===== src/design/swsr_pkg.sv =====
package swsr_pkg;

  // Input beat kinds
  localparam logic KIND_START = 1'b0;
  localparam logic KIND_TICK  = 1'b1;

  // Configuration register indexes
  localparam logic [1:0] REG_START_LOW_TICKS    = 2'd0;
  localparam logic [1:0] REG_SAMPLE_DELAY_TICKS = 2'd1;
  localparam logic [1:0] REG_BYTES_PER_READ     = 2'd2;

  // Reset values of the configuration registers
  localparam logic [15:0] START_LOW_TICKS_RST    = 16'd18000;
  localparam logic [7:0]  SAMPLE_DELAY_TICKS_RST = 8'd30;
  localparam logic [2:0]  BYTES_PER_READ_RST     = 3'd5;

  localparam logic [2:0] BIT_INDEX_LAST = 3'd7;

  typedef enum logic [7:0] {
    PH_IDLE      = 8'b0000_0001,
    PH_START     = 8'b0000_0010,
    PH_RESP_WAIT = 8'b0000_0100,
    PH_RESP_LOW  = 8'b0000_1000,
    PH_RESP_HIGH = 8'b0001_0000,
    PH_BIT_RISE  = 8'b0010_0000,
    PH_BIT_DELAY = 8'b0100_0000,
    PH_BIT_FALL  = 8'b1000_0000
  } phase_e;

  typedef struct packed {
    logic [15:0] start_low_ticks;
    logic [7:0]  sample_delay_ticks;
    logic [2:0]  bytes_per_read;
  } cfg_t;

  typedef struct packed {
    logic       drive_low;
    logic       byte_valid;
    logic [7:0] data_byte;
    logic       last_byte;
    logic       busy_res;
  } result_t;

endpackage


===== src/design/swsr_core.sv =====
module swsr_core import swsr_pkg::*; #(
  parameter int CounterWidth = 16
) (
  input  logic    clk_i,
  input  logic    rst_ni,
  input  logic    accept_i,
  input  logic    kind_i,
  input  logic    line_level_i,
  input  cfg_t    cfg_i,
  output result_t result_o
);

  localparam int LimWidth = (CounterWidth > 16) ? CounterWidth : 16;
  localparam logic [CounterWidth-1:0] CntMax = '1;

  phase_e                  phase_q, phase_d;
  logic [CounterWidth-1:0] tick_q, tick_d;
  logic [2:0]              bit_q, bit_d;
  logic [2:0]              byte_q, byte_d;
  logic [7:0]              shift_q, shift_d;

  logic [LimWidth-1:0]     lim_raw, lim_nz;
  logic [CounterWidth-1:0] lim, tick_inc;
  logic                    reached;
  logic [2:0]              nbytes;
  logic                    valid, last;

  // Limit of the running count, zero taken as one and clipped to the counter
  always_comb begin
    if (phase_q == PH_START) begin
      lim_raw = LimWidth'(cfg_i.start_low_ticks);
    end else begin
      lim_raw = LimWidth'(cfg_i.sample_delay_ticks);
    end
    lim_nz = (lim_raw == '0) ? LimWidth'(1) : lim_raw;
    lim    = (lim_nz > LimWidth'(CntMax)) ? CntMax : CounterWidth'(lim_nz);
  end

  assign tick_inc = (tick_q == CntMax) ? tick_q : tick_q + CounterWidth'(1);
  assign reached  = tick_inc >= lim;
  assign nbytes   = (cfg_i.bytes_per_read == '0) ? 3'd1 : cfg_i.bytes_per_read;

  always_comb begin
    phase_d = phase_q;
    tick_d  = tick_q;
    bit_d   = bit_q;
    byte_d  = byte_q;
    shift_d = shift_q;
    valid   = 1'b0;
    last    = 1'b0;
    if (kind_i == KIND_START) begin
      if (phase_q == PH_IDLE) begin
        phase_d = PH_START;
        tick_d  = '0;
        bit_d   = '0;
        byte_d  = '0;
        shift_d = '0;
      end
    end else begin
      unique case (phase_q)
        PH_IDLE: ;
        PH_START: begin
          tick_d = tick_inc;
          if (reached) begin
            phase_d = PH_RESP_WAIT;
            tick_d  = '0;
          end
        end
        PH_RESP_WAIT: if (!line_level_i) phase_d = PH_RESP_LOW;
        PH_RESP_LOW:  if (line_level_i)  phase_d = PH_RESP_HIGH;
        PH_RESP_HIGH: if (!line_level_i) phase_d = PH_BIT_RISE;
        PH_BIT_RISE: begin
          if (line_level_i) begin
            phase_d = PH_BIT_DELAY;
            tick_d  = '0;
          end
        end
        PH_BIT_DELAY: begin
          tick_d = tick_inc;
          if (reached) begin
            tick_d  = '0;
            shift_d = {shift_q[6:0], line_level_i};
            phase_d = PH_BIT_FALL;
            if (bit_q == BIT_INDEX_LAST) begin
              bit_d = '0;
              valid = 1'b1;
              if ({1'b0, byte_q} + 4'd1 >= {1'b0, nbytes}) begin
                last    = 1'b1;
                byte_d  = '0;
                phase_d = PH_IDLE;
              end else begin
                byte_d = byte_q + 3'd1;
              end
            end else begin
              bit_d = bit_q + 3'd1;
            end
          end
        end
        PH_BIT_FALL: if (!line_level_i) phase_d = PH_BIT_RISE;
        default: phase_d = PH_IDLE;
      endcase
    end
  end

  assign result_o.drive_low  = (phase_d == PH_START);
  assign result_o.byte_valid = valid;
  assign result_o.data_byte  = valid ? shift_d : 8'd0;
  assign result_o.last_byte  = last;
  assign result_o.busy_res   = (phase_d != PH_IDLE);

  always_ff @(posedge clk_i or negedge rst_ni) begin
    if (!rst_ni) begin
      phase_q <= PH_IDLE;
      tick_q  <= '0;
      bit_q   <= '0;
      byte_q  <= '0;
      shift_q <= '0;
    end else if (accept_i) begin
      phase_q <= phase_d;
      tick_q  <= tick_d;
      bit_q   <= bit_d;
      byte_q  <= byte_d;
      shift_q <= shift_d;
    end
  end

  a_byte_from_delay: assert property (@(posedge clk_i) disable iff (!rst_ni)
    accept_i && result_o.byte_valid |-> phase_q == PH_BIT_DELAY && bit_q == BIT_INDEX_LAST)
    else $error("byte given outside the last bit sample");

  a_last_goes_idle: assert property (@(posedge clk_i) disable iff (!rst_ni)
    accept_i && result_o.last_byte |=> phase_q == PH_IDLE)
    else $error("last byte did not end the read");

  a_start_from_idle: assert property (@(posedge clk_i) disable iff (!rst_ni)
    accept_i && phase_q != PH_START && phase_d == PH_START |-> phase_q == PH_IDLE)
    else $error("start pulse entered while busy");

endmodule


===== src/design/swsr_out_buf.sv =====
module swsr_out_buf import swsr_pkg::*; (
  input  logic    clk_i,
  input  logic    rst_ni,
  input  logic    push_i,
  input  result_t data_i,
  output logic    ready_o,
  output logic    valid_o,
  input  logic    pop_ready_i,
  output result_t data_o
);

  result_t    mem_q [2];
  logic       wr_ptr_q, rd_ptr_q;
  logic [1:0] count_q;
  logic       pop;

  assign ready_o = (count_q != 2'd2);
  assign valid_o = (count_q != 2'd0);
  assign pop     = valid_o && pop_ready_i;
  assign data_o  = mem_q[rd_ptr_q];

  always_ff @(posedge clk_i) begin
    if (push_i) begin
      mem_q[wr_ptr_q] <= data_i;
    end
  end

  always_ff @(posedge clk_i or negedge rst_ni) begin
    if (!rst_ni) begin
      wr_ptr_q <= 1'b0;
      rd_ptr_q <= 1'b0;
      count_q  <= 2'd0;
    end else begin
      if (push_i) wr_ptr_q <= ~wr_ptr_q;
      if (pop)    rd_ptr_q <= ~rd_ptr_q;
      unique case ({push_i, pop})
        2'b10:   count_q <= count_q + 2'd1;
        2'b01:   count_q <= count_q - 2'd1;
        default: count_q <= count_q;
      endcase
    end
  end

  a_no_overflow: assert property (@(posedge clk_i) disable iff (!rst_ni)
    count_q != 2'd3)
    else $error("result buffer overflow");

  a_push_grows: assert property (@(posedge clk_i) disable iff (!rst_ni)
    push_i && !pop |=> count_q == $past(count_q) + 2'd1)
    else $error("push lost");

  a_ptr_gap: assert property (@(posedge clk_i) disable iff (!rst_ni)
    (wr_ptr_q ^ rd_ptr_q) == count_q[0])
    else $error("pointers disagree with fill count");

endmodule


===== src/design/single_wire_sensor_reader_top.sv =====
// Host side of a single-wire humidity sensor read, stepped by time ticks.
//
// Input channel (in_valid_i / in_ready_o): each beat is either a start
// request (kind_i = 0) or one time tick (kind_i = 1) carrying the sampled
// level of the data line in line_level_i.
// Output channel (out_valid_o / out_ready_i): exactly one result beat per
// input beat, in order: the open-drain drive, a byte strobe with the byte
// and its last marker, and the busy flag, all as they stand after the beat.
// Configuration: write start_low_ticks, sample_delay_ticks and
// bytes_per_read through cfg_we_i / cfg_idx_i / cfg_data_i while idle.
//
// The phase machine and tick counter update on the accepting beat, and
// its result is written into the result buffer and presented from there.
// The block takes one beat per cycle while the two-entry result buffer
// has room; the buffer keeps in_ready_o high while one result waits.
// When the receiver stalls, the buffer fills and in_ready_o drops after
// two pending results; nothing is lost.
// Reset clears the phase to idle, all counters and the buffer, and loads
// the default register values (18000, 30, 5).
module single_wire_sensor_reader_top import swsr_pkg::*; #(
  parameter int COUNTER_WIDTH = 16
) (
  input  logic        clk_i,
  input  logic        rst_ni,
  input  logic        in_valid_i,
  output logic        in_ready_o,
  input  logic        kind_i,
  input  logic        line_level_i,
  output logic        out_valid_o,
  input  logic        out_ready_i,
  output logic        drive_low_o,
  output logic        byte_valid_o,
  output logic [7:0]  data_byte_o,
  output logic        last_byte_o,
  output logic        busy_res_o,
  input  logic        cfg_we_i,
  input  logic [1:0]  cfg_idx_i,
  input  logic [15:0] cfg_data_i
);

  cfg_t    cfg_q;
  result_t step_res, out_res;
  logic    accept;

  // Register writes; an unknown index is dropped
  always_ff @(posedge clk_i or negedge rst_ni) begin
    if (!rst_ni) begin
      cfg_q.start_low_ticks    <= START_LOW_TICKS_RST;
      cfg_q.sample_delay_ticks <= SAMPLE_DELAY_TICKS_RST;
      cfg_q.bytes_per_read     <= BYTES_PER_READ_RST;
    end else if (cfg_we_i) begin
      unique case (cfg_idx_i)
        REG_START_LOW_TICKS:    cfg_q.start_low_ticks    <= cfg_data_i;
        REG_SAMPLE_DELAY_TICKS: cfg_q.sample_delay_ticks <= cfg_data_i[7:0];
        REG_BYTES_PER_READ:     cfg_q.bytes_per_read     <= cfg_data_i[2:0];
        default: ;
      endcase
    end
  end

  // Take a beat whenever the result buffer has room
  assign accept = in_valid_i && in_ready_o;

  swsr_core #(
    .CounterWidth(COUNTER_WIDTH)
  ) u_core (
    .clk_i       (clk_i),
    .rst_ni      (rst_ni),
    .accept_i    (accept),
    .kind_i      (kind_i),
    .line_level_i(line_level_i),
    .cfg_i       (cfg_q),
    .result_o    (step_res)
  );

  // Hold results here so a stalled receiver does not stop the phase machine
  swsr_out_buf u_out_buf (
    .clk_i      (clk_i),
    .rst_ni     (rst_ni),
    .push_i     (accept),
    .data_i     (step_res),
    .ready_o    (in_ready_o),
    .valid_o    (out_valid_o),
    .pop_ready_i(out_ready_i),
    .data_o     (out_res)
  );

  assign drive_low_o  = out_res.drive_low;
  assign byte_valid_o = out_res.byte_valid;
  assign data_byte_o  = out_res.data_byte;
  assign last_byte_o  = out_res.last_byte;
  assign busy_res_o   = out_res.busy_res;

endmodule

===== config.mk =====
export PLATFORM = sky130hd
export DESIGN_NAME = single_wire_sensor_reader_top
export DESIGN_NICKNAME = d
export VERILOG_FILES = /design/src/design/swsr_pkg.sv /design/src/design/swsr_core.sv /design/src/design/swsr_out_buf.sv /design/src/design/single_wire_sensor_reader_top.sv
export SDC_FILE = /design/constraint.sdc
export NUM_CORES = 1
export LEC_CHECK = 0
export BUFFER_PORTS_ARGS = -buffer_cell sky130_fd_sc_hd__buf_2
export CORE_MARGIN = 2
export CORE_UTILIZATION = 55
export DETAILED_ROUTE_END_ITERATION = 6
export PLACE_DENSITY_LB_ADDON = 0.05
export REMOVE_ABC_BUFFERS = 1
export SETUP_SLACK_MARGIN = 0.05
export SLEW_MARGIN = 20
export SYNTH_ARGS = -nofsm -noshare
export SYNTH_HDL_FRONTEND = slang
export SYNTH_SLANG_ARGS = --single-unit
export TNS_END_PERCENT = 50

===== constraint.sdc =====
create_clock -name clk_i -period 4.62 [get_ports clk_i]
set_clock_uncertainty 0.05 [all_clocks]
set_input_delay 0.924 -clock clk_i [delete_from_list [all_inputs] [get_ports clk_i]]
set_output_delay 0.924 -clock clk_i [all_outputs]
set_load 0.1 [all_outputs]

==> impl_results.md <==
* Starting density of the core at a little under three fifths
* Max FO, Critical Path at 11
* DRC errors left at 0
* Die Area at approximately 0.010 mm^2
* FILL cells at around 780
* Final setup TNS at 0 ns
* GP Congestion at between 0.9 and 1
* H-tree depth at 3
* Setup Viol. Count Final at 0
* Unrepaired setup endpoints after global routing: false
* Req. time, crit path at about 4.9 ns
* Horiz. Die Dim at ~100 um
* Crit-path cells: nor4_4, and3_2, mux2i_1, nand4_1, nor2_1, a31oi_1, a21oi_1, ha_1, nor2b_1, o211a_1, o311ai_4, nand3_1, a21oi_1, buf_4, nand2_1, o21ai_0
* Max incr delay on CP at about 0.53 ns
* Placed wire-length estimate at 8098 um
* DRT antenna net count at 0
* Inst Count DP at 647
* Core ar. at between 0.009 and 0.01 mm^2
* Syn Area/Cell at 10.72 um^2
* Top FF cell, synth: dfrtp_1
* Gr ovfl total at 0
* Pint at between 1.5 and 2 mW
* Post-synth top area share at between 20% and 30%
* Worst setup path class: reg -> reg
* Logic pwr share at 45.8%
* DR vias at between 3,000 and 4,000
* Final Hold Viols at 0
* Area leader, netlist: dfrtp_1
* Outcome: completed
* Met1 usage at about 30%
* Async S/R FF share, synth at 73.91%
* Overall routed net length at about 11,000 um
* Global route hottest layer: met2
* Multi-input logic area at ~0.0027 mm^2
* Crit path arrival time at 4.47 ns
* Synth top area cells: dfrtp_1 27%, edfxtp_1 14%, mux2_2 10%
* Largest net degree at the start of global routing at 48
* Max-slew headroom at around 30%
* Max Cap Viol at 0
* Clock power share at 17.1%
* Routing usage on met2 at between 30 and 40%
* Critical Path Start Type: register
* Die Y at around 100 um
* Non-filler cells, final at about 660
* Detailed Routing Iterations Pass 1 at 4
* TritonCTS buffer count at 9
* Clock Tree Buf Depth at 2
* Vias per inst at between 5 and 6
* Switching Share at around 46%
* Max Fclk at 0.2367 GHz
* Area growth from synthesis to layout at 9.910%
* Type of the most critical hold path: reg -> reg
* Antenna violations before repair at 0
* Synth Register Bits at 92
* Share of cells above drive strength 1 at 26.97%
* Dpl cell area at approximately 0.0056 mm^2
* Worst setup EP type: register
* VDD IR-drop max at a little under 0.3 mV
* Met3 global-route usage at between 3 and 4%
* Clk_lat worst skew at roughly 0.37 ns
* Seq/Total Area, Yosys at a little under half
* Worst Tran Pin Value at just over 1 ns
* I/O Pins at 39
* WHS at roughly 0.44 ns
* Reg area at approximately 0.0024 mm^2
* Leakage power at about 2.5 nW
* Syn Inst Count at 491
* Post-synth EDFFs at 24
* Net Switching at approximately 1.4 mW
* Post-layout instance area at just under 0.006 mm^2
* # Post-CTS Setup Buffers at 0
* Sequential share of power at about 37%
* CTS Sinks at 92
* TritonCTS clock tree: done
* Most used cell, CP: a21oi_1
* Period utilization at 91.45%
* DR iter-0 viols at about 190
* PD cells at between 500 and 600 mW/mm^2
* Diode count at 0
* CTS root buf: clkbuf_8
* Crit path max-delay cell type: dfrtp_1
* Core Rows at 35
* Synthesis Warnings at 0
* Min Tclk post-route at around 4.2 ns
* Worst-path clk slew at about 0.1 ns
* Port-buffer cells at 38
* Vias in the first global route at a little under 4,000
* Cts hold-fix bufs at 0
* Tot GR Track Use at between 20% and 30%
* DR WL/cell at roughly 17 um
* Slew Viols, Final at 0
* Final #Nets at about 580
* Synthesized area at between 0.005 and 0.006 mm^2
* Global-route wire length before repair at 18,660 um
* Count of different cell masters after synthesis at 64
==> stage by stage <==
stage	utilization (%)	total power [mW]	setup slack, ns
after global placement	60.24	2.511	0.4987
after CTS	62.20	3.060	0.2076
after global routing	62.33	3.233	0.06560
after floorplan	-	2.226	0.3175
final	62.33	3.049	0.3950
after detailed placement	60.24	2.533	0.2457
==> synthesized netlist by cell type (3+ instances only) <==
master	instances
a21o_1	3
a21oi_1	16
a22o_1	8
a31o_2	6
a31oi_1	9
and2_0	3
and2_1	14
and3_1	7
and4_1	4
buf_2	11
clkbuf_1	6
dfrtp_1	56
dfstp_2	12
edfxtp_1	24
ha_1	24
inv_1	7
mux2_2	47
mux2i_1	7
nand2_1	51
nand2b_1	7
nand3_1	30
nand3b_1	3
nand4_1	6
nor2_1	22
nor2b_1	6
nor3_1	8
nor4_1	3
o211ai_1	4
o21ai_0	24
o21ai_1	3
o31ai_1	3
xnor2_1	12
xor2_1	7
==> critical path: cells and delay by family, from the launching register on <==
family | cells | cell delay, ns
buffers and inverters | 1 | 0.24
and+or+nand+nor | 7 | 1.44
adders and majority gates | 1 | 0.17
AOI/OAI and AO/OA | 6 | 1.38
muxes | 1 | 0.33
DFF | 1 | 0.53
==> cell usage in the layout (no fill, tap or decap), types with 8 or more instances in the layout <==
cell	instances
nand3_1	30
a22o_1	8
clkbuf_8	9
dfstp_2	12
a21oi_1	16
nand2_1	51
edfxtp_1	24
dfrtp_1	56
a31oi_1	9
buf_4	9
buf_2	37
mux2_2	47
nor2_1	21
and2_1	14
nor3_1	8
ha_1	24
o21ai_0	24
xnor2_1	12
==> per-layer routing <==
layer,share of wire [%],up-vias
met5,0,-
met4,2.8,0
met3,2.9,22
met2,50,78
met1,44,1860
li1,-,1893
==> flip-flops by register name, indices dropped and copies added (netlist names) <==
signal              flops
u_core.byte_q           3
u_out_buf.rd_ptr_q      1
u_out_buf.mem_q        24
u_out_buf.wr_ptr_q      1
u_core.bit_q            3
cfg_q                  27
u_core.phase_q          8
u_core.tick_q          16
u_out_buf.count_q       2
u_core.shift_q          7
==> cell families (layout without fill, tap and decap cells) <==
family,Yosys count,after routing,share of synthesized area (%)
AOI/OAI and AO/OA,95,95,12.64
xor gates and xnor gates,19,19,3.161
adders and majority gates,24,24,5.703
buffers and inverters,28,71,2.329
DFF,92,92,46.29
muxes,54,54,11.38
and+or+nand+nor,179,179,18.49
==> path summary, 6_finish.rpt <==
check | startpoint | to | slack, ns | cells after the start
setup / recovery | u_core.phase_q[5] | u_core.tick_q[11] | 0.39 | 16
hold reg to reg | u_out_buf.count_q[1] | u_out_buf.count_q[1] | 0.44 | 1
hold / removal | u_out_buf.count_q[1] | u_out_buf.count_q[1] | 0.44 | 1
max in group asynchronous | rst_ni | u_core.bit_q[1] | 3.27 | 2
min in group asynchronous | rst_ni | u_core.phase_q[6] | 0.51 | 1
setup reg to reg | u_core.phase_q[5] | u_core.tick_q[11] | 0.39 | 16
==> power groups by stage <==
stage / registers [mW] / logic [mW] / clock network (mW)
final: 1.13 / 1.39 / 0.521
after detailed placement: 1.15 / 1.38 / 0
after global routing: 1.16 / 1.51 / 0.565
after floorplan: 1.11 / 1.12 / 0
after CTS: 1.13 / 1.39 / 0.536
after global placement: 1.14 / 1.37 / 0
==> final cells by class <==
class	instances	share of cell area (%)
Clock buffer	9	2.141
Clock inverter	7	0.9946
Tap cell	129	2.789
Inverter	9	0.5838
Multi-Input combinational cell	371	47.01
Sequential cell	92	42.12
Timing Repair Buffer	46	4.368
==> timing repair <==
action | 4_1_cts | 5_1_grt
gates resized for setup | 0 | 3
setup endpoints to repair | 0 | 23
endpoints found under the hold margin | 0 | 0
Power figures use the tool's default switching activity.
